File: src/rtl/ttsb_pkg.sv
package ttsb_pkg;

  // Field widths of the channel payloads
  localparam int FLD_CHAR_W = 7;
  localparam int FLD_ROW_W  = 5;
  localparam int FLD_COL_W  = 6;

  localparam int ROWS_DEF = 24;
  localparam int COLS_DEF = 40;

  localparam logic [FLD_CHAR_W-1:0] CODE_BACK  = 7'h5F;
  localparam logic [FLD_CHAR_W-1:0] CODE_CR    = 7'h0D;
  localparam logic [FLD_CHAR_W-1:0] CODE_SPACE = 7'h20;
  localparam logic [FLD_CHAR_W-1:0] CODE_DEL   = 7'h7F;
  localparam logic [FLD_CHAR_W-1:0] CODE_MARK  = 7'h5F;

  typedef enum logic [1:0] {
    K_OTHER,
    K_BACK,
    K_CR,
    K_PRINT
  } code_kind_t;

  // Command from the sequencer to the cursor unit
  typedef struct packed {
    logic                  step;
    logic [FLD_CHAR_W-1:0] code;
  } cur_cmd_t;

  function automatic code_kind_t code_kind(input logic [FLD_CHAR_W-1:0] code);
    code_kind_t k;
    k = K_OTHER;
    if (code == CODE_BACK) begin
      k = K_BACK;
    end else if (code == CODE_CR) begin
      k = K_CR;
    end else if (code >= CODE_SPACE && code < CODE_DEL) begin
      k = K_PRINT;
    end
    return k;
  endfunction

endpackage

File: src/rtl/ttsb_cursor.sv
module ttsb_cursor #(
  parameter int SCREEN_ROWS = ttsb_pkg::ROWS_DEF,
  parameter int SCREEN_COLS = ttsb_pkg::COLS_DEF
) (
  input  logic                                        clk,
  input  logic                                        rst_n,
  input  ttsb_pkg::cur_cmd_t                          cmd,
  output logic [$clog2(SCREEN_ROWS)-1:0]              row,
  output logic [$clog2(SCREEN_COLS)-1:0]              col,
  output logic [$clog2(SCREEN_ROWS*SCREEN_COLS)-1:0]  addr,
  output logic                                        scroll
);
  import ttsb_pkg::*;

  localparam int RW = $clog2(SCREEN_ROWS);
  localparam int CW = $clog2(SCREEN_COLS);
  localparam int AW = $clog2(SCREEN_ROWS * SCREEN_COLS);
  localparam logic [RW-1:0] LAST_ROW = RW'(SCREEN_ROWS - 1);
  localparam logic [CW-1:0] LAST_COL = CW'(SCREEN_COLS - 1);
  localparam logic [AW-1:0] COLS_A   = AW'(SCREEN_COLS);

  logic [RW-1:0] row_r, row_nxt;
  logic [CW-1:0] col_r, col_nxt;
  code_kind_t    kind;
  logic          new_line;

  assign kind = code_kind(cmd.code);

  always_comb begin
    row_nxt  = row_r;
    col_nxt  = col_r;
    new_line = 1'b0;
    unique case (kind)
      K_BACK: begin
        if (col_r != '0) begin
          col_nxt = col_r - 1'b1;
        end else if (row_r != '0) begin
          row_nxt = row_r - 1'b1;
          col_nxt = LAST_COL;
        end
      end
      K_CR: begin
        col_nxt  = '0;
        new_line = 1'b1;
      end
      K_PRINT: begin
        if (col_r == LAST_COL) begin
          col_nxt  = '0;
          new_line = 1'b1;
        end else begin
          col_nxt = col_r + 1'b1;
        end
      end
      default: ;
    endcase
    // on the bottom row the cursor stays put and the store scrolls instead
    if (new_line && row_r != LAST_ROW) begin
      row_nxt = row_r + 1'b1;
    end
  end

  assign scroll = new_line && (row_r == LAST_ROW);

  always_ff @(posedge clk) begin
    if (!rst_n) begin
      row_r <= '0;
      col_r <= '0;
    end else if (cmd.step) begin
      row_r <= row_nxt;
      col_r <= col_nxt;
    end
  end

  assign row  = row_r;
  assign col  = col_r;
  assign addr = AW'(AW'(row_r) * COLS_A + AW'(col_r));

endmodule

File: config.mk
export PLATFORM = sky130hd
export DESIGN_NAME = ttsb_cursor
export DESIGN_NICKNAME = d
export VERILOG_FILES = /design/src/rtl/ttsb_pkg.sv /design/src/rtl/ttsb_cursor.sv
export SDC_FILE = /design/constraint.sdc
export NUM_CORES = 1
export LEC_CHECK = 0
export ABC_AREA = 1
export BUFFER_PORTS_ARGS = -buffer_cell sky130_fd_sc_hd__buf_2
export CORE_AREA = 2 2 57 54
export CTS_BUF_LIST = sky130_fd_sc_hd__clkbuf_8
export DETAILED_ROUTE_END_ITERATION = 8
export DIE_AREA = 0 0 59 56
export PLACE_DENSITY = 0.77
export SYNTH_ARGS = -nofsm -noshare
export SYNTH_HDL_FRONTEND = slang
export SYNTH_SLANG_ARGS = --single-unit
export TNS_END_PERCENT = 50
File: constraint.sdc
create_clock -name clk -period 3.25 [get_ports clk]
set_clock_uncertainty 0.2 [all_clocks]
set_input_delay 0 -clock clk [delete_from_list [all_inputs] [get_ports clk]]
set_output_delay 0 -clock clk [all_outputs]
set_load 0.01 [all_outputs]
==> impl_metrics.csv <==
group,metric,value,unit
timing,finalHoldViolCount,0,
hold_path,hold_path.class,"input port to flop",
global_route,grt_pass1_wl,4761,um
detailed_routing,wl_per_cell,11.45,um
placed_design,port_buffers,31,
critical_path,slowest_stage,"dfxtp_1",
critical_path,end_kind,"flop",
cts,cts.sinks,11,
timing,setup_slack,513.5,ps
timing,tightest_slew,313.5,ps
yosys,ys_types,36,
cts,clk_pin_slew,60,ps
global_route,grt_pass1_vias,1108,
finish,antenna_cells,0,
global_route,grt_max_degree,12,
yosys,ys_seq_area_share,16.96,%
timing,relSlewSlack,78.91,%
power,total_power,492.1,uW
finish,area_delta_synth_final,17.82,%
yosys,syn_nets,210,
timing,timing.final.crit_share,84.20,%
cts,cts_tree,"yes",
detailed_routing,post-route-drc-count,0,
critical_path,max_stage_delay,450,ps
critical_path,critPathKind,"flop to flop",
power,p_comb_share,37.6,%
critical_path,cpMostUsedCell,"nand2_1",
run,maxCapViolCount,0,
critical_path,cp-start-kind,"flop",
cts,cts_setup_buffers,0,
critical_path,cp_cell_sequence,"ha_1 > nand2_1 > clkinv_1 > nand3_2 > nand3_1 > nand4_2 > ha_1 > a21o_1 > a31oi_1 > inv_1 > nand2_1 > nand2_1 > inv_1 > nand3_1 > nand2_1 > nor2_1",
timing,rsz0062_at_grt,"no",
timing,drv_slew,0,
critical_path,cp_max_fo,8,
floorplan,core,0.002658,mm2
critical_path,arrival,2680,ps
detailed_routing,firstDrtPassIters,4,
yosys,netlist_area,0.001299,mm2
detailed_routing,ant_nets,0,
timing,setup_tns,0,ps
finish,nNetsFinal,244,
yosys,ys_ff_latch,11,
finish,layout-drive-gt1-share,28.24,%
power,p_int,304.1,uW
global_route,track_usage,18.16,%
cts,htreeDepth,1,
detailed_routing,routed_wl,2817,um
cts,clkLatencyLatePin,250,ps
placed_design,hpwl,2211,um
cts,cts_resized,0,
floorplan,fp-row-count,18,
power,clockPowerShare,28.9,%
detailed_routing,avgViaCountPerCell,5.211,
floorplan,io_pins,32,
detailed_routing,drtIter0Drc,98,
critical_path,critical_path_buf_inv_count,3,
power,power.ir.vdd_worst,0.1862,mV
placed_design,gp_congestion,0.8631,
yosys,synth_cells,183,
timing,max_freq,365.4,MHz
timing,final.min_clock_period,2736,ps
critical_path,rrSetupSlack,510,ps
floorplan,initial_core_util,48.87,%
power,seqPwrFrac,33.5,%
cts,clock_path_buffers,2,
placed_design,dp_slack,555.9,ps
cts,root_buffer,"clkbuf_8",
critical_path,path_delay_family,"simple AND/OR/NAND/NOR gates",
cts,cts_buffers,3,
global_route,overflow,0,
yosys,ys_warn_count,0,
floorplan,die_y,56,um
floorplan,die_area,0.003304,mm2
status,status,"finished clean",
global_route,antenna_found_initial,0,
power,leakage,0.0007941,uW
power,sw_frac_of_total,38.20,%
power,p_switching,188.0,uW
timing,finalSetupViolations,0,
yosys,synth.avg_cell_area,7.097,um2
floorplan,die_w,59,um
power,power.density,321.6,mW/mm2
critical_path,cp.required,3190,ps
cts,hold_buffers,2,
detailed_routing,vias,1282,
==> power by group through the flow <==
stage / sequential, uW / clock (uW) / combinational, uW
6_report: 165 / 142 / 185
4_1_cts: 165 / 142 / 186
3_5_place_dp: 168 / 0 / 182
5_1_grt: 168 / 148 / 207
3_3_place_gp: 168 / 0 / 181
2_1_floorplan: 168 / 0 / 132
==> layout make-up <==
cell class / count / area [um2]
Sequential cell: 11 / 220.2
Multi-Input combinational cell: 141 / 950.9
Timing Repair Buffer: 33 / 175.2
Clock buffer: 3 / 41.29
Clock inverter: 1 / 3.754
Fill cell: 258 / 1127
Tap cell: 30 / 37.54
Inverter: 27 / 101.3
==> tightest hold or removal path, cell delays in order <==
cell and delay [ps]:
buf_2 90, nor3_1 50, nand2_2 90, nand2_1 60, nand3_1 60, nand2_1 40
inv_1 60, a21oi_1 60, nor2_1 90
==> through the flow <==
stage / area, um2 / hold slack, ps / utilization, % / std cells
after floorplan: 1299 / -58.24 / - / 183
after global placement: 1465 / 134.4 / 55.13 / 240
after detailed placement: 1465 / 137.0 / 55.13 / 240
after CTS: 1530 / 187.2 / 57.58 / 246
after global routing: 1530 / 253.8 / 57.58 / 246
final: 1530 / 178.8 / 57.58 / 246
==> layout by cell type, fill, tap and decap left out, types with 6 or more instances in the layout <==
cell type	n
o21ai_0	6
dfxtp_1	11
inv_1	20
inv_2	6
nor2_1	18
nand2_1	20
buf_2	31
a21oi_1	10
xor2_1	11
ha_1	14
o21ai_1	9
nand3_1	11
nand2_2	7
==> cells in the mapped netlist <==
cell / count / area (um2)
xnor2_1: 1 / 8.760
nand3_2: 2 / 20.02
ha_1: 14 / 175.2
nor2_4: 1 / 11.26
a21o_1: 1 / 7.510
nor4_1: 1 / 6.260
o21ai_0: 6 / 30.03
nand2_4: 2 / 22.52
a21oi_4: 1 / 16.27
nand4_1: 4 / 25.02
clkbuf_1: 1 / 3.750
fa_1: 3 / 60.06
a31oi_1: 2 / 12.51
xor2_1: 11 / 96.34
nor3_2: 1 / 10.01
nand4_2: 1 / 12.51
nand2_1: 20 / 75.07
a22oi_1: 1 / 7.510
clkinv_1: 2 / 7.510
or2_2: 1 / 6.260
o21ai_2: 1 / 8.760
dfxtp_1: 11 / 220.2
a21oi_2: 2 / 17.52
o21ai_1: 9 / 45.04
inv_1: 19 / 71.32
inv_2: 6 / 22.52
o22ai_1: 2 / 12.51
nor2_1: 18 / 67.56
a21oi_1: 10 / 50.05
nor3_1: 4 / 20.02
buf_4: 3 / 22.52
nor2_2: 2 / 12.51
nand3_1: 11 / 55.05
o21a_1: 1 / 7.510
nand2_2: 7 / 43.79
nor3b_1: 1 / 7.510
==> cell families after synthesis <==
family	Yosys count	synth area share (%)
and+or+nand+nor	76	30.44
AOI/OAI and AO/OA	36	16.57
buffers and inverters	31	9.826
adders and majority gates	17	18.11
xor gates and xnor gates	12	8.092
DFF	11	16.96
==> per-layer routing <==
layer | global-route usage (%) | vias up | routed length (um)
met3 | 4.186 | 2 | 156
met5 | 0 | - | 0
met1 | 25.88 | 566 | 1357
met2 | 28.57 | 38 | 1287
li1 | - | 676 | -
met4 | 1.948 | 0 | 17
==> state kept, by name (all words and copies together) (netlist names) <==
name	count
col	6
row	5
==> path summary, 6_finish.rpt <==
check / cells after the start / endpoint / start
worst max-delay path: 16 / row[4]$_SDFFE_PN0P_ / col[0]$_SDFFE_PN0P_
worst max register to register: 16 / row[4]$_SDFFE_PN0P_ / col[0]$_SDFFE_PN0P_
worst min-delay path: 9 / row[4]$_SDFFE_PN0P_ / cmd[4]
worst min register to register: 2 / col[1]$_SDFFE_PN0P_ / col[1]$_SDFFE_PN0P_
No activity file was read; power rests on OpenSTA's default activity.
