$ cat src/rtl/ttsb_ram.sv
module ttsb_ram #(
  parameter int WIDTH = 8,
  parameter int DEPTH = 64
) (
  input  logic                     clk,
  input  logic                     we,
  input  logic [$clog2(DEPTH)-1:0] waddr,
  input  logic [WIDTH-1:0]         wdata,
  input  logic [$clog2(DEPTH)-1:0] raddr,
  output logic [WIDTH-1:0]         rdata
);

  logic [WIDTH-1:0] mem [DEPTH];
  logic [WIDTH-1:0] rdata_r;

  always_ff @(posedge clk) begin
    if (we) begin
      mem[waddr] <= wdata;
    end
    rdata_r <= mem[raddr];
  end

  assign rdata = rdata_r;

endmodule

$ cat config.mk
export PLATFORM = sky130hd
export DESIGN_NAME = ttsb_ram
export DESIGN_NICKNAME = d
export VERILOG_FILES = /design/src/rtl/ttsb_ram.sv
export SDC_FILE = /design/constraint.sdc
export NUM_CORES = 1
export LEC_CHECK = 0
export BUFFER_PORTS_ARGS = -buffer_cell sky130_fd_sc_hd__buf_2
export CAP_MARGIN = 20
export CORE_UTILIZATION = 40
export DETAILED_ROUTE_END_ITERATION = 8
export GPL_ROUTABILITY_DRIVEN = 0
export PLACE_DENSITY = 0.65
export SLEW_MARGIN = 20
export SYNTH_ARGS = -nofsm -noshare
export SYNTH_HDL_FRONTEND = slang
export SYNTH_SLANG_ARGS = --single-unit
$ cat constraint.sdc
create_clock -name clk -period 2.2 [get_ports clk]
set_input_delay 0.11 -clock clk [delete_from_list [all_inputs] [get_ports clk]]
set_output_delay 0.11 -clock clk [all_outputs]
set_load 0.05 [all_outputs]
==> metrics.txt, run 1 <==
# TYPE chip_impl_metric gauge
chip_impl_metric{name="synth_fp_nets",unit=""} 962
chip_impl_metric{name="placed_cells_incl_taps",unit=""} 1733
chip_impl_info{name="critPathKind",value="flip-flop to flip-flop"} 1
chip_impl_metric{name="ios",unit=""} 30
chip_impl_metric{name="power-per-cell-area",unit="nW/µm²"} 874
chip_impl_metric{name="max-slew-margin-rel",unit=""} 0.490
chip_impl_info{name="result_of_the_run",value="finished clean"} 1
chip_impl_metric{name="total_leakage_power",unit="nW"} 7.69
chip_impl_metric{name="max_cap_viol_count",unit=""} 0
chip_impl_metric{name="finalInstanceArea",unit="µm²"} 23800
chip_impl_metric{name="ys_async_sr_fraction",unit=""} 0
chip_impl_metric{name="global_route.usage.met3",unit=""} 0.0429
chip_impl_metric{name="via_count_of_the_first_global_routing_pass",unit=""} 10300
chip_impl_metric{name="ys_ff_latch",unit=""} 520
chip_impl_metric{name="grt_pass1_wl",unit="µm"} 68000
chip_impl_info{name="grt_setup_unrepaired",value="false"} 1
chip_impl_metric{name="dieArea",unit="µm²"} 51300
chip_impl_metric{name="tritoncts_num_sinks",unit=""} 520
chip_impl_metric{name="detail_route.drc_violations",unit=""} 0
chip_impl_metric{name="grt_util_all_layers",unit=""} 0.186
chip_impl_metric{name="peak_supply_drop",unit="µV"} 563
chip_impl_info{name="critical_path.endpoint_type",value="flip-flop"} 1
chip_impl_metric{name="hpwl",unit="µm"} 30000
chip_impl_metric{name="buffer_ports.inserted",unit=""} 29
chip_impl_metric{name="grt.met1_usage",unit=""} 0.256
chip_impl_info{name="min_from",value="wdata[5]"} 1
chip_impl_info{name="ys.flop_type",value="sky130_fd_sc_hd__edfxtp_1"} 1
chip_impl_metric{name="diodes",unit=""} 0
chip_impl_metric{name="yosysSeqAreaShare",unit=""} 0.770
chip_impl_metric{name="synth-edff-count",unit=""} 512
chip_impl_metric{name="netlist_area_pre_place",unit="µm²"} 20200
chip_impl_metric{name="syn_avg_cell_area",unit="µm²"} 21.5
chip_impl_metric{name="fin_worst_hold_slack",unit="ps"} 26.7
chip_impl_metric{name="routed_via_density",unit=""} 5.46
chip_impl_metric{name="detailroute.via_count",unit=""} 9986
chip_impl_metric{name="setup_viol_count_final",unit=""} 0
chip_impl_info{name="timing.rr.start",value="mem[29][6]$_DFFE_PP_"} 1
chip_impl_metric{name="number_of_antenna_violations_at_the_first_check_in_global_routing",unit=""} 1
chip_impl_metric{name="final.period_utilization",unit=""} 0.919
chip_impl_metric{name="cts-buffers-inserted",unit=""} 51
chip_impl_metric{name="drtIter0Drc",unit=""} 1055
chip_impl_info{name="r2r_end",value="rdata[6]$_DFF_P_"} 1
chip_impl_metric{name="rows",unit=""} 81
chip_impl_metric{name="clk_pin_slew",unit="ps"} 60
chip_impl_metric{name="timing.critical_path.required",unit="ps"} 2660
chip_impl_metric{name="drive_above_1_share",unit=""} 0.336
chip_impl_info{name="tritoncts",value="done"} 1
chip_impl_info{name="start_kind",value="flip-flop"} 1
chip_impl_metric{name="post_synth_num_cell_types",unit=""} 40
chip_impl_metric{name="timing.final.crit_period",unit="ps"} 2020
chip_impl_metric{name="critical_path.max_fanout",unit=""} 1
chip_impl_metric{name="wire_per_inst",unit="µm"} 25.1
chip_impl_metric{name="instances_no_fill",unit=""} 1829
chip_impl_metric{name="postRouteAntennaNets",unit=""} 0
chip_impl_metric{name="clock_path_buffers",unit=""} 3
chip_impl_metric{name="placed_cell_area",unit="µm²"} 22100
chip_impl_metric{name="netlist_instances",unit=""} 940
chip_impl_metric{name="largest_net_degree_at_the_start_of_global_routing",unit=""} 65
chip_impl_metric{name="worstPathArrival",unit="ps"} 2490
chip_impl_metric{name="max_slew.worst_pin.slew",unit="ps"} 765
chip_impl_metric{name="dieWidth",unit="µm"} 227
chip_impl_info{name="capture_endpoint_of_the_worst_hold_path",value="mem[55][5]$_DFFE_PP_"} 1
chip_impl_metric{name="syn_to_final_growth",unit="%"} 17.8
chip_impl_info{name="cts_root_buffer",value="sky130_fd_sc_hd__clkbuf_16"} 1
chip_impl_metric{name="die_height",unit="µm"} 227
chip_impl_metric{name="r2r_worst_path_depth",unit=""} 5
chip_impl_info{name="hold_path.class",value="primary input to flip-flop"} 1
chip_impl_metric{name="clk-insertion-delay-late",unit="ps"} 590
chip_impl_metric{name="initial_core_util",unit=""} 0.409
chip_impl_metric{name="fmax",unit="MHz"} 494
chip_impl_metric{name="final_nets",unit=""} 1145
chip_impl_metric{name="final_hold_viol_count",unit=""} 0
chip_impl_metric{name="gr-usage-met2",unit=""} 0.298
chip_impl_metric{name="global_route.overflow_total",unit=""} 0
chip_impl_metric{name="postLayoutCoreUtil",unit=""} 0.481
chip_impl_info{name="grt.busiest_layer",value="met2"} 1
chip_impl_metric{name="final_max_slew_viol_count",unit=""} 0
chip_impl_metric{name="core-area",unit="µm²"} 49400
chip_impl_metric{name="h-tree-depth",unit=""} 2
chip_impl_metric{name="yosysWarnings",unit=""} 0
chip_impl_metric{name="total_power",unit="mW"} 20.8
chip_impl_metric{name="cts_setup_buffers",unit=""} 0
chip_impl_metric{name="min_delay_path_depth",unit=""} 1
chip_impl_metric{name="rrSetupSlack",unit="ps"} 180
chip_impl_metric{name="wirelength",unit="µm"} 45900
chip_impl_metric{name="skew",unit="ps"} 16.7
chip_impl_metric{name="detailedRoute.firstPassIterationCount",unit=""} 6
what timing repair did:
action,4_1_cts,5_1_grt
hold buffers,1,0
endpoints found under the hold margin,7,0
resized for setup,0,0
power breakdown:
part	leakage [nW]	internal, mW	switching, mW
clock network	0.796	4.96	3.62
logic	2.22	0.470	0.712
registers	4.67	11.0	0.0347
cell families after synthesis:
kind of cell    share of synthesized area
compound gates                     0.0207
buf+inv                            0.0157
flops                               0.770
mux                                 0.159
simple gates                       0.0339
state kept, by name, summed over array words and instances (netlist names):
register / count
mem: 512
rdata: 8
worst max-delay path, stage by stage, from the launching register on:
cell,delay [ps]
sky130_fd_sc_hd__edfxtp_1,360
sky130_fd_sc_hd__mux4_2,460
sky130_fd_sc_hd__mux2_2,280
sky130_fd_sc_hd__o221a_2,270
sky130_fd_sc_hd__nor3_1,390
sky130_fd_sc_hd__o32ai_1,140
worst max path at each step:
stage	from	end	slack (ps)	depth (start not counted)
2_1_floorplan	raddr[1]	rdata[3]$_DFF_P_	420	7
3_3_place_gp	raddr[0]	rdata[6]$_DFF_P_	-110	7
3_5_place_dp	raddr[0]	rdata[6]$_DFF_P_	-130	7
4_1_cts	mem[29][6]$_DFFE_PP_	rdata[6]$_DFF_P_	160	5
5_1_grt	mem[29][6]$_DFFE_PP_	rdata[6]$_DFF_P_	160	5
6_report	mem[29][6]$_DFFE_PP_	rdata[6]$_DFF_P_	180	5
cells in the final DEF, fill, tap and decap left out, types with 3 or more instances in the layout:
| cell type | synthesis | layout |
|---|---|---|
| sky130_fd_sc_hd__a211oi_1 | 4 | 4 |
| sky130_fd_sc_hd__a21oi_1 | 3 | 3 |
| sky130_fd_sc_hd__a221oi_1 | 6 | 6 |
| sky130_fd_sc_hd__a22oi_1 | 3 | 3 |
| sky130_fd_sc_hd__buf_12 | 2 | 11 |
| sky130_fd_sc_hd__buf_2 | 11 | 26 |
| sky130_fd_sc_hd__buf_4 | 13 | 142 |
| sky130_fd_sc_hd__bufinv_16 | 0 | 6 |
| sky130_fd_sc_hd__clkbuf_1 | 17 | 10 |
| sky130_fd_sc_hd__clkbuf_16 | 0 | 51 |
| sky130_fd_sc_hd__clkinv_1 | 0 | 14 |
| sky130_fd_sc_hd__clkinv_2 | 0 | 8 |
| sky130_fd_sc_hd__dfxtp_1 | 8 | 8 |
| sky130_fd_sc_hd__edfxtp_1 | 512 | 512 |
| sky130_fd_sc_hd__inv_6 | 0 | 3 |
| sky130_fd_sc_hd__mux2_2 | 13 | 13 |
| sky130_fd_sc_hd__mux2i_1 | 23 | 23 |
| sky130_fd_sc_hd__mux4_2 | 126 | 126 |
| sky130_fd_sc_hd__nand2_1 | 19 | 19 |
| sky130_fd_sc_hd__nand2b_1 | 7 | 7 |
| sky130_fd_sc_hd__nand3_1 | 13 | 13 |
| sky130_fd_sc_hd__nand3b_1 | 3 | 3 |
| sky130_fd_sc_hd__nor2_1 | 83 | 83 |
| sky130_fd_sc_hd__nor2b_1 | 14 | 14 |
| sky130_fd_sc_hd__nor3_1 | 7 | 7 |
| sky130_fd_sc_hd__o2111ai_1 | 3 | 3 |
| sky130_fd_sc_hd__o221ai_1 | 8 | 8 |
| sky130_fd_sc_hd__o22ai_1 | 8 | 8 |
| sky130_fd_sc_hd__o2bb2ai_1 | 3 | 3 |
per-layer routing:
layer	wire length (µm)	up-vias
li1	-	4298
met1	19000	5245
met2	22300	368
met3	3620	73
met4	1040	2
met5	13	-
stage by stage:
stage          setup WS [ps]  setup TNS, ps
4_1_cts                  164              0
3_5_place_dp            -130           -239
5_1_grt                  162              0
6_report                 177              0
2_1_floorplan            422              0
3_3_place_gp            -106           -148
area by class of cell:
cell class	instances	area, µm²
Fill cell	4003	25600
Sequential cell	520	15500
Multi-Input combinational cell	369	4320
Timing Repair Buffer	181	1440
Clock buffer	61	1310
Tap cell	664	831
Clock inverter	34	323
synthesized netlist by cell type, drive strengths merged (3+ instances only):
master   number  area share
nand3b        3      0.0011
nor2         83       0.015
dfxtp         8      0.0079
a221oi        6      0.0026
o2bb2ai       3      0.0013
nand3        13      0.0032
clkbuf       17      0.0032
o22ai         8      0.0025
nor2b        14      0.0043
mux2         13      0.0073
o21ai         4     0.00099
o221ai        8      0.0035
mux4        126        0.14
nand2        19      0.0035
a211oi        4      0.0015
a21oi         3     0.00074
mux2i        23       0.011
buf          34       0.013
o2111ai       3      0.0013
a22oi         3      0.0011
nand2b        7      0.0022
edfxtp      512        0.76
nor3          7      0.0017
Note: power is estimated with default switching activity, not from simulation.
==> inputs of run 2 (changes only) <==
==> constraint.sdc (replaced) <==
create_clock -name clk -period 1.99 [get_ports clk]
set_input_delay 0.0995 -clock clk [delete_from_list [all_inputs] [get_ports clk]]
set_output_delay 0.0995 -clock clk [all_outputs]
set_load 0.005 [all_outputs]
==> metrics.txt, run 2 (synthesis gave the netlist of run 1 again) <==
# TYPE chip_impl_metric gauge
chip_impl_info{name="result_of_the_run",value="finished clean"} 1
chip_impl_info{name="critical_path.endpoint_type",value="flip-flop"} 1
chip_impl_metric{name="wire_per_inst",unit="µm"} 24.9
chip_impl_metric{name="buffer_ports.inserted",unit=""} 29
chip_impl_metric{name="clk-insertion-delay-late",unit="ps"} 580
chip_impl_metric{name="total_power",unit="mW"} 23.5
chip_impl_metric{name="crit_path_max_incr_delay",unit="ps"} 520
chip_impl_metric{name="drive_above_1_share",unit=""} 0.338
chip_impl_metric{name="power-per-cell-area",unit="nW/µm²"} 981
chip_impl_metric{name="drtIter0Drc",unit=""} 1062
chip_impl_info{name="mostFrequentLayoutCell",value="sky130_fd_sc_hd__edfxtp_1"} 1
chip_impl_metric{name="max-slew-margin-rel",unit=""} 0.507
chip_impl_metric{name="grt_pass1_wl",unit="µm"} 67600
chip_impl_metric{name="final.period_utilization",unit=""} 0.978
chip_impl_metric{name="core-area",unit="µm²"} 49400
chip_impl_metric{name="critical_path.max_fanout",unit=""} 1
chip_impl_metric{name="cts_setup_buffers",unit=""} 0
chip_impl_info{name="hold_path.class",value="primary input to flip-flop"} 1
chip_impl_info{name="setup.worst_path.start",value="mem[7][1]$_DFFE_PP_"} 1
chip_impl_metric{name="timing.critical_path.required",unit="ps"} 2450
chip_impl_info{name="start_kind",value="flip-flop"} 1
chip_impl_info{name="cp_cell_sequence",value="mux4_2 > mux4_2 > nor2_1 > nor3_1 > o2bb2ai_1"} 1
chip_impl_metric{name="largest_register_ffs",unit=""} 512
chip_impl_metric{name="postRouteAntennaNets",unit=""} 0
chip_impl_metric{name="max_cap_viol_count",unit=""} 0
chip_impl_metric{name="r2r_worst_path_depth",unit=""} 5
chip_impl_metric{name="syn_to_final_growth",unit="%"} 18.7
chip_impl_metric{name="final_max_slew_viol_count",unit=""} 0
chip_impl_metric{name="detail_route.drc_violations",unit=""} 0
chip_impl_info{name="timing.rr.start",value="mem[7][1]$_DFFE_PP_"} 1
chip_impl_info{name="cts_root_buffer",value="sky130_fd_sc_hd__clkbuf_16"} 1
chip_impl_metric{name="rrSetupSlack",unit="ps"} 40
chip_impl_info{name="grt_setup_unrepaired",value="false"} 1
chip_impl_metric{name="clock_path_buffers",unit=""} 3
chip_impl_metric{name="cp.depth",unit=""} 5
chip_impl_metric{name="via_count_of_the_first_global_routing_pass",unit=""} 10100
chip_impl_info{name="r2r_end",value="rdata[1]$_DFF_P_"} 1
chip_impl_metric{name="total_leakage_power",unit="nW"} 7.76
chip_impl_metric{name="worstPathArrival",unit="ps"} 2410
chip_impl_info{name="largest_register",value="mem"} 1
chip_impl_metric{name="cp_num_buf_inv",unit=""} 0
chip_impl_metric{name="global_route.overflow_total",unit=""} 0
chip_impl_metric{name="die_height",unit="µm"} 227
chip_impl_metric{name="cts-buffers-inserted",unit=""} 52
chip_impl_metric{name="routed_via_density",unit=""} 5.46
chip_impl_metric{name="largest_net_degree_at_the_start_of_global_routing",unit=""} 65
chip_impl_metric{name="ios",unit=""} 30
chip_impl_info{name="tritoncts",value="done"} 1
chip_impl_metric{name="final_hold_viol_count",unit=""} 0
chip_impl_metric{name="rows",unit=""} 81
chip_impl_metric{name="final_nets",unit=""} 1144
chip_impl_metric{name="initial_core_util",unit=""} 0.409
chip_impl_info{name="most-common-layout-cells",value="512 x sky130_fd_sc_hd__edfxtp_1, 136 x sky130_fd_sc_hd__buf_4, 126 x sky130_fd_sc_hd__mux4_2, 83 x sky130_fd_sc_hd__nor2_1, 53 x sky130_fd_sc_hd__clkbuf_16"} 1
chip_impl_metric{name="detailedRoute.firstPassIterationCount",unit=""} 5
chip_impl_metric{name="fmax",unit="MHz"} 514
chip_impl_metric{name="timing.final.crit_period",unit="ps"} 1950
chip_impl_metric{name="setup_viol_count_final",unit=""} 0
chip_impl_metric{name="hpwl",unit="µm"} 29300
chip_impl_info{name="crit_path_top_delay_cell",value="sky130_fd_sc_hd__mux4_2"} 1
chip_impl_metric{name="clk_pin_slew",unit="ps"} 60
chip_impl_metric{name="diodes",unit=""} 0
chip_impl_metric{name="placement_setup_slack",unit="ps"} -290
chip_impl_info{name="timing.critical_path.to",value="rdata[1]$_DFF_P_"} 1
chip_impl_metric{name="detailroute.via_count",unit=""} 9979
chip_impl_metric{name="fin_ws",unit="ps"} 43.4
chip_impl_metric{name="dieArea",unit="µm²"} 51300
chip_impl_metric{name="wirelength",unit="µm"} 45500
chip_impl_metric{name="skew",unit="ps"} 13.7
chip_impl_metric{name="number_of_antenna_violations_at_the_first_check_in_global_routing",unit=""} 1
chip_impl_metric{name="tritoncts_num_sinks",unit=""} 520
chip_impl_metric{name="h-tree-depth",unit=""} 2
chip_impl_metric{name="max_slew.worst_pin.slew",unit="ps"} 740
chip_impl_info{name="critPathMostFrequentCell",value="sky130_fd_sc_hd__mux4_2"} 1
chip_impl_info{name="cpLargestDelayFamily",value="multiplexers"} 1
chip_impl_metric{name="dieWidth",unit="µm"} 227
chip_impl_metric{name="peak_supply_drop",unit="µV"} 643
chip_impl_info{name="critPathKind",value="flip-flop to flip-flop"} 1
chip_impl_metric{name="grt_util_all_layers",unit=""} 0.184
==> run 2: cell types whose count changed in the layout (fill, tap and decap cells not counted), sizes merged <==
| cell | delta |
|---|---|
| bufinv | +4 |
| buf | -2 |
| clkinvlp | -1 |
| clkbuf | +6 |
| clkinv | -6 |
| inv | -3 |
==> run 2: where the power goes <==
group | switching, mW | leakage, nW | internal, mW
logic | 0.719 | 2.24 | 0.529
clock network | 3.92 | 0.852 | 6.16
registers | 0.0343 | 4.67 | 12.1
==> run 2: routing by layer <==
layer | wire length [µm] | GRT usage
met5 | 8 | 0
met2 | 21900 | 0.293
met1 | 19500 | 0.261
met3 | 2910 | 0.0285
met4 | 1170 | 0.0619
==> run 2: what timing repair did <==
action,CTS,global route
gates resized for setup,4,0
endpoints found under the hold margin,3,0
hold buffers,1,0
setup endpoints to repair,4,0
==> run 2: how the worst min path moves through the flow <==
| stage | from | end | slack (ps) | depth (start not counted) |
|---|---|---|---|---|
| global route | wdata[0] | mem[21][0]$_DFFE_PP_ | 20 | 2 |
| floorplan | wdata[0] | mem[0][0]$_DFFE_PP_ | 200 | 0 |
| CTS | wdata[3] | mem[55][3]$_DFFE_PP_ | 20 | 1 |
| finish | wdata[0] | mem[21][0]$_DFFE_PP_ | 20 | 2 |
| global placement | rdata[2]$_DFF_P_ | rdata[2] | 530 | 1 |
| detailed placement | rdata[2]$_DFF_P_ | rdata[2] | 520 | 1 |
==> run 2: layout make-up <==
cell class	instances	area [µm²]
Tap cell	664	831
Clock buffer	67	1380
Fill cell	4005	25400
Clock inverter	28	383
Timing Repair Buffer	179	1480
Multi-Input combinational cell	369	4340
Sequential cell	520	15500
==> run 2: metrics by stage <==
step	hold WS (ps)	instance area (µm²)	TNS [ps]	cells	util
after floorplan	198	20200	0	940	-
after global placement	529	22100	-1270	1731	0.449
after detailed placement	517	22100	-1410	1731	0.449
after CTS	16.1	23900	0	1827	0.485
after global routing	20.9	23900	0	1827	0.485
final	16.4	23900	0	1827	0.485
==> run 2: worst register-to-register path: stages (launching register included) <==
cell and delay, ps:
sky130_fd_sc_hd__edfxtp_1 360, sky130_fd_sc_hd__mux4_2 510, sky130_fd_sc_hd__mux4_2 530, sky130_fd_sc_hd__nor2_1 200, sky130_fd_sc_hd__nor3_1 90, sky130_fd_sc_hd__o2bb2ai_1 140
==> inputs of run 3 (changes only) <==
--- a/config.mk
+++ b/config.mk
@@ -5,12 +5,14 @@
 export SDC_FILE = /design/constraint.sdc
 export NUM_CORES = 1
 export LEC_CHECK = 0
+export ABC_AREA = 1
 export BUFFER_PORTS_ARGS = -buffer_cell sky130_fd_sc_hd__buf_2
 export CAP_MARGIN = 20
 export CORE_UTILIZATION = 40
 export DETAILED_ROUTE_END_ITERATION = 8
 export GPL_ROUTABILITY_DRIVEN = 0
 export PLACE_DENSITY = 0.65
+export REMOVE_ABC_BUFFERS = 1
 export SLEW_MARGIN = 20
 export SYNTH_ARGS = -nofsm -noshare
 export SYNTH_HDL_FRONTEND = slang
==> metrics.txt, run 3 <==
# TYPE chip_impl_metric gauge
chip_impl_metric{name="number_of_antenna_violations_at_the_first_check_in_global_routing",unit=""} 2
chip_impl_info{name="grt_setup_unrepaired",value="false"} 1
chip_impl_metric{name="cp_num_buf_inv",unit=""} 0
chip_impl_metric{name="timing.critical_path.required",unit="ps"} 2480
chip_impl_metric{name="peak_supply_drop",unit="µV"} 780
chip_impl_metric{name="drive_above_1_share",unit=""} 0.121
chip_impl_metric{name="cts_hold_buffers",unit=""} 4
chip_impl_metric{name="rrSetupSlack",unit="ps"} 590
chip_impl_metric{name="hpwl",unit="µm"} 32300
chip_impl_metric{name="area.sequential",unit="µm²"} 15500
chip_impl_metric{name="ios",unit=""} 30
chip_impl_metric{name="largest_net_degree_at_the_start_of_global_routing",unit=""} 65
chip_impl_metric{name="core-area",unit="µm²"} 52700
chip_impl_metric{name="yosysSeqAreaShare",unit=""} 0.728
chip_impl_metric{name="tritoncts_num_sinks",unit=""} 520
chip_impl_info{name="cts_root_buffer",value="sky130_fd_sc_hd__clkbuf_16"} 1
chip_impl_metric{name="yosysTopAreaCellShare",unit=""} 0.720
chip_impl_metric{name="placed_cell_area",unit="µm²"} 22800
chip_impl_info{name="post_synth_top_area_cell",value="sky130_fd_sc_hd__edfxtp_1"} 1
chip_impl_metric{name="dieArea",unit="µm²"} 54300
chip_impl_metric{name="routed_via_density",unit=""} 5.32
chip_impl_metric{name="total_leakage_power",unit="nW"} 8.98
chip_impl_metric{name="detailroute.via_count",unit=""} 14000
chip_impl_info{name="result_of_the_run",value="finished clean"} 1
chip_impl_info{name="critical_path.endpoint_type",value="flip-flop"} 1
chip_impl_info{name="most_frequently_used_cell_type_in_the_post_synthesis_netlist",value="sky130_fd_sc_hd__nand2_1"} 1
chip_impl_metric{name="final_nets",unit=""} 1931
chip_impl_metric{name="final_hold_viol_count",unit=""} 0
chip_impl_metric{name="crit_path_max_incr_delay",unit="ps"} 370
chip_impl_metric{name="cts-buffers-inserted",unit=""} 50
chip_impl_metric{name="clk_pin_slew",unit="ps"} 70
chip_impl_info{name="tritoncts",value="done"} 1
chip_impl_metric{name="final.period_utilization",unit=""} 0.703
chip_impl_metric{name="fin_worst_hold_slack",unit="ps"} 22.9
chip_impl_metric{name="syn_to_final_growth",unit="%"} 14.9
chip_impl_metric{name="initial_core_util",unit=""} 0.405
chip_impl_metric{name="wirelength",unit="µm"} 53000
chip_impl_metric{name="critical_path.max_fanout",unit=""} 1
chip_impl_metric{name="detailedRoute.firstPassIterationCount",unit=""} 6
chip_impl_metric{name="clock_path_buffers",unit=""} 3
chip_impl_metric{name="rows",unit=""} 84
chip_impl_metric{name="netlist_area_pre_place",unit="µm²"} 21300
chip_impl_metric{name="setup_total_negative_slack",unit="ps"} 0
chip_impl_metric{name="setup_viol_count_final",unit=""} 0
chip_impl_metric{name="clk-insertion-delay-late",unit="ps"} 600
chip_impl_metric{name="final_max_slew_viol_count",unit=""} 0
chip_impl_metric{name="synth-edff-count",unit=""} 512
chip_impl_metric{name="post_synth_num_cell_types",unit=""} 16
chip_impl_metric{name="cts_setup_buffers",unit=""} 0
chip_impl_metric{name="wire_per_inst",unit="µm"} 20.1
chip_impl_metric{name="via_count_of_the_first_global_routing_pass",unit=""} 13400
chip_impl_metric{name="timing.final.crit_period",unit="ps"} 1400
chip_impl_info{name="start_kind",value="flip-flop"} 1
chip_impl_info{name="netlist_top_cells_area",value="sky130_fd_sc_hd__edfxtp_1 72%, sky130_fd_sc_hd__nand2_1 11%, sky130_fd_sc_hd__nand3_1 10%, sky130_fd_sc_hd__buf_6 1.8%, sky130_fd_sc_hd__nor2_1 0.99%"} 1
chip_impl_metric{name="buffer_ports.inserted",unit=""} 29
chip_impl_metric{name="area_used_by_multi_input_combinational_logic",unit="µm²"} 4950
chip_impl_metric{name="die_height",unit="µm"} 233
chip_impl_metric{name="power-per-cell-area",unit="nW/µm²"} 948
chip_impl_info{name="cpLargestDelayFamily",value="simple AND/OR/NAND/NOR gates"} 1
chip_impl_metric{name="dieWidth",unit="µm"} 233
chip_impl_info{name="synthTopCellsByCount",value="648 x sky130_fd_sc_hd__nand2_1, 512 x sky130_fd_sc_hd__edfxtp_1, 439 x sky130_fd_sc_hd__nand3_1"} 1
chip_impl_metric{name="grt_util_all_layers",unit=""} 0.200
chip_impl_metric{name="syn_avg_cell_area",unit="µm²"} 11.8
chip_impl_metric{name="total_power",unit="mW"} 23.2
chip_impl_metric{name="postRouteAntennaNets",unit=""} 0
chip_impl_metric{name="largest_register_ffs",unit=""} 512
chip_impl_info{name="crit_path_top_delay_cell",value="sky130_fd_sc_hd__edfxtp_1"} 1
chip_impl_metric{name="postLayoutCoreUtil",unit=""} 0.466
chip_impl_metric{name="max_cap_viol_count",unit=""} 0
chip_impl_info{name="ys.flop_type",value="sky130_fd_sc_hd__edfxtp_1"} 1
chip_impl_metric{name="ys_async_sr_fraction",unit=""} 0
chip_impl_metric{name="post_cts_resize_count",unit=""} 0
chip_impl_metric{name="worstPathArrival",unit="ps"} 1890
chip_impl_info{name="cp_cell_sequence",value="nand2_1 > nand3_1 > nand3_1 > nand2_1 > nand2_1 > nand3_1 > nand3_1 > nand2_1"} 1
chip_impl_info{name="critPathKind",value="flip-flop to flip-flop"} 1
chip_impl_metric{name="h-tree-depth",unit=""} 2
chip_impl_info{name="hold_path.class",value="primary input to flip-flop"} 1
chip_impl_metric{name="ys_ff_latch",unit=""} 520
chip_impl_metric{name="fillers",unit=""} 4641
chip_impl_info{name="largest_register",value="mem"} 1
chip_impl_metric{name="finalInstanceArea",unit="µm²"} 24500
chip_impl_metric{name="global_route.overflow_total",unit=""} 0
chip_impl_info{name="mostFrequentLayoutCell",value="sky130_fd_sc_hd__nand2_1"} 1
chip_impl_metric{name="netlist_instances",unit=""} 1805
chip_impl_metric{name="fmax",unit="MHz"} 715
chip_impl_metric{name="skew",unit="ps"} 22.0
chip_impl_metric{name="yosysWarnings",unit=""} 0
chip_impl_metric{name="detail_route.drc_violations",unit=""} 0
chip_impl_metric{name="max-slew-margin-rel",unit=""} 0.453
chip_impl_metric{name="max_slew.worst_pin.slew",unit="ps"} 820
chip_impl_metric{name="grt_pass1_wl",unit="µm"} 81300
chip_impl_metric{name="drtIter0Drc",unit=""} 1412
chip_impl_info{name="most-common-layout-cells",value="648 x sky130_fd_sc_hd__nand2_1, 512 x sky130_fd_sc_hd__edfxtp_1, 439 x sky130_fd_sc_hd__nand3_1, 111 x sky130_fd_sc_hd__buf_4, 56 x sky130_fd_sc_hd__nor2_1"} 1
[run 3: cell count changes after synthesis, moves of 13 or more]
cell	before	now
sky130_fd_sc_hd__buf_6	4	35
sky130_fd_sc_hd__mux2i_1	23	0
sky130_fd_sc_hd__nor2b_1	14	0
sky130_fd_sc_hd__mux4_2	126	0
sky130_fd_sc_hd__nand2_1	19	648
sky130_fd_sc_hd__buf_2	11	37
sky130_fd_sc_hd__nand3_1	13	439
sky130_fd_sc_hd__mux2_2	13	0
sky130_fd_sc_hd__nor2_1	83	56
[run 3: area by class of cell]
type / count / area share
Sequential cell: 520 / 0.634
Clock buffer: 68 / 0.0580
Clock inverter: 24 / 0.00954
Inverter: 12 / 0.00214
Antenna cell: 1 / 0.000102
Multi-Input combinational cell: 1160 / 0.202
Timing Repair Buffer: 165 / 0.0597
Tap cell: 688 / 0.0351
[run 3: final timing paths]
| path | from | endpoint | cells past startpoint |
|---|---|---|---|
| max | mem[49][2]$_DFFE_PP_ | rdata[2]$_DFF_P_ | 8 |
| min | wdata[7] | mem[0][7]$_DFFE_PP_ | 2 |
| max reg2reg | mem[49][2]$_DFFE_PP_ | rdata[2]$_DFF_P_ | 8 |
| min reg2reg | mem[28][7]$_DFFE_PP_ | rdata[7]$_DFF_P_ | 8 |
[run 3: per-layer routing]
layer  GRT usage  wire, µm  vias up
li1            -         -     6559
met4      0.0756      1760        2
met1       0.282     22800     6802
met3      0.0332      4070      115
met2       0.309     24300      556
met5           0        10        -
[run 3: worst register-to-register path: stages (launching register included)]
cell	delay, ps
sky130_fd_sc_hd__edfxtp_1	370
sky130_fd_sc_hd__nand2_1	70
sky130_fd_sc_hd__nand3_1	80
sky130_fd_sc_hd__nand3_1	130
sky130_fd_sc_hd__nand2_1	90
sky130_fd_sc_hd__nand2_1	140
sky130_fd_sc_hd__nand3_1	150
sky130_fd_sc_hd__nand3_1	180
sky130_fd_sc_hd__nand2_1	80
[run 3: stage by stage]
step / cells / worst slack, ps
global route: 2638 / 524
detailed placement: 2541 / 224
floorplan: 1692 / -626
global placement: 2541 / 248
CTS: 2637 / 620
finish: 2638 / 592
[run 3: report_power, final]
part	internal (mW)	switching, mW	total [mW]
Sequential	12.1	0.0384	12.2
Combinational	0.439	1.07	1.51
Clock	5.63	3.94	9.57
Total	18.2	5.05	23.2
[run 3: cells by family (layout without fill, tap and decap cells)]
group,Yosys count,in the layout,share of synthesized area
flops,520,520,0.728
buf+inv,125,269,0.0402
other cells,0,1,0
simple gates,1160,1160,0.232
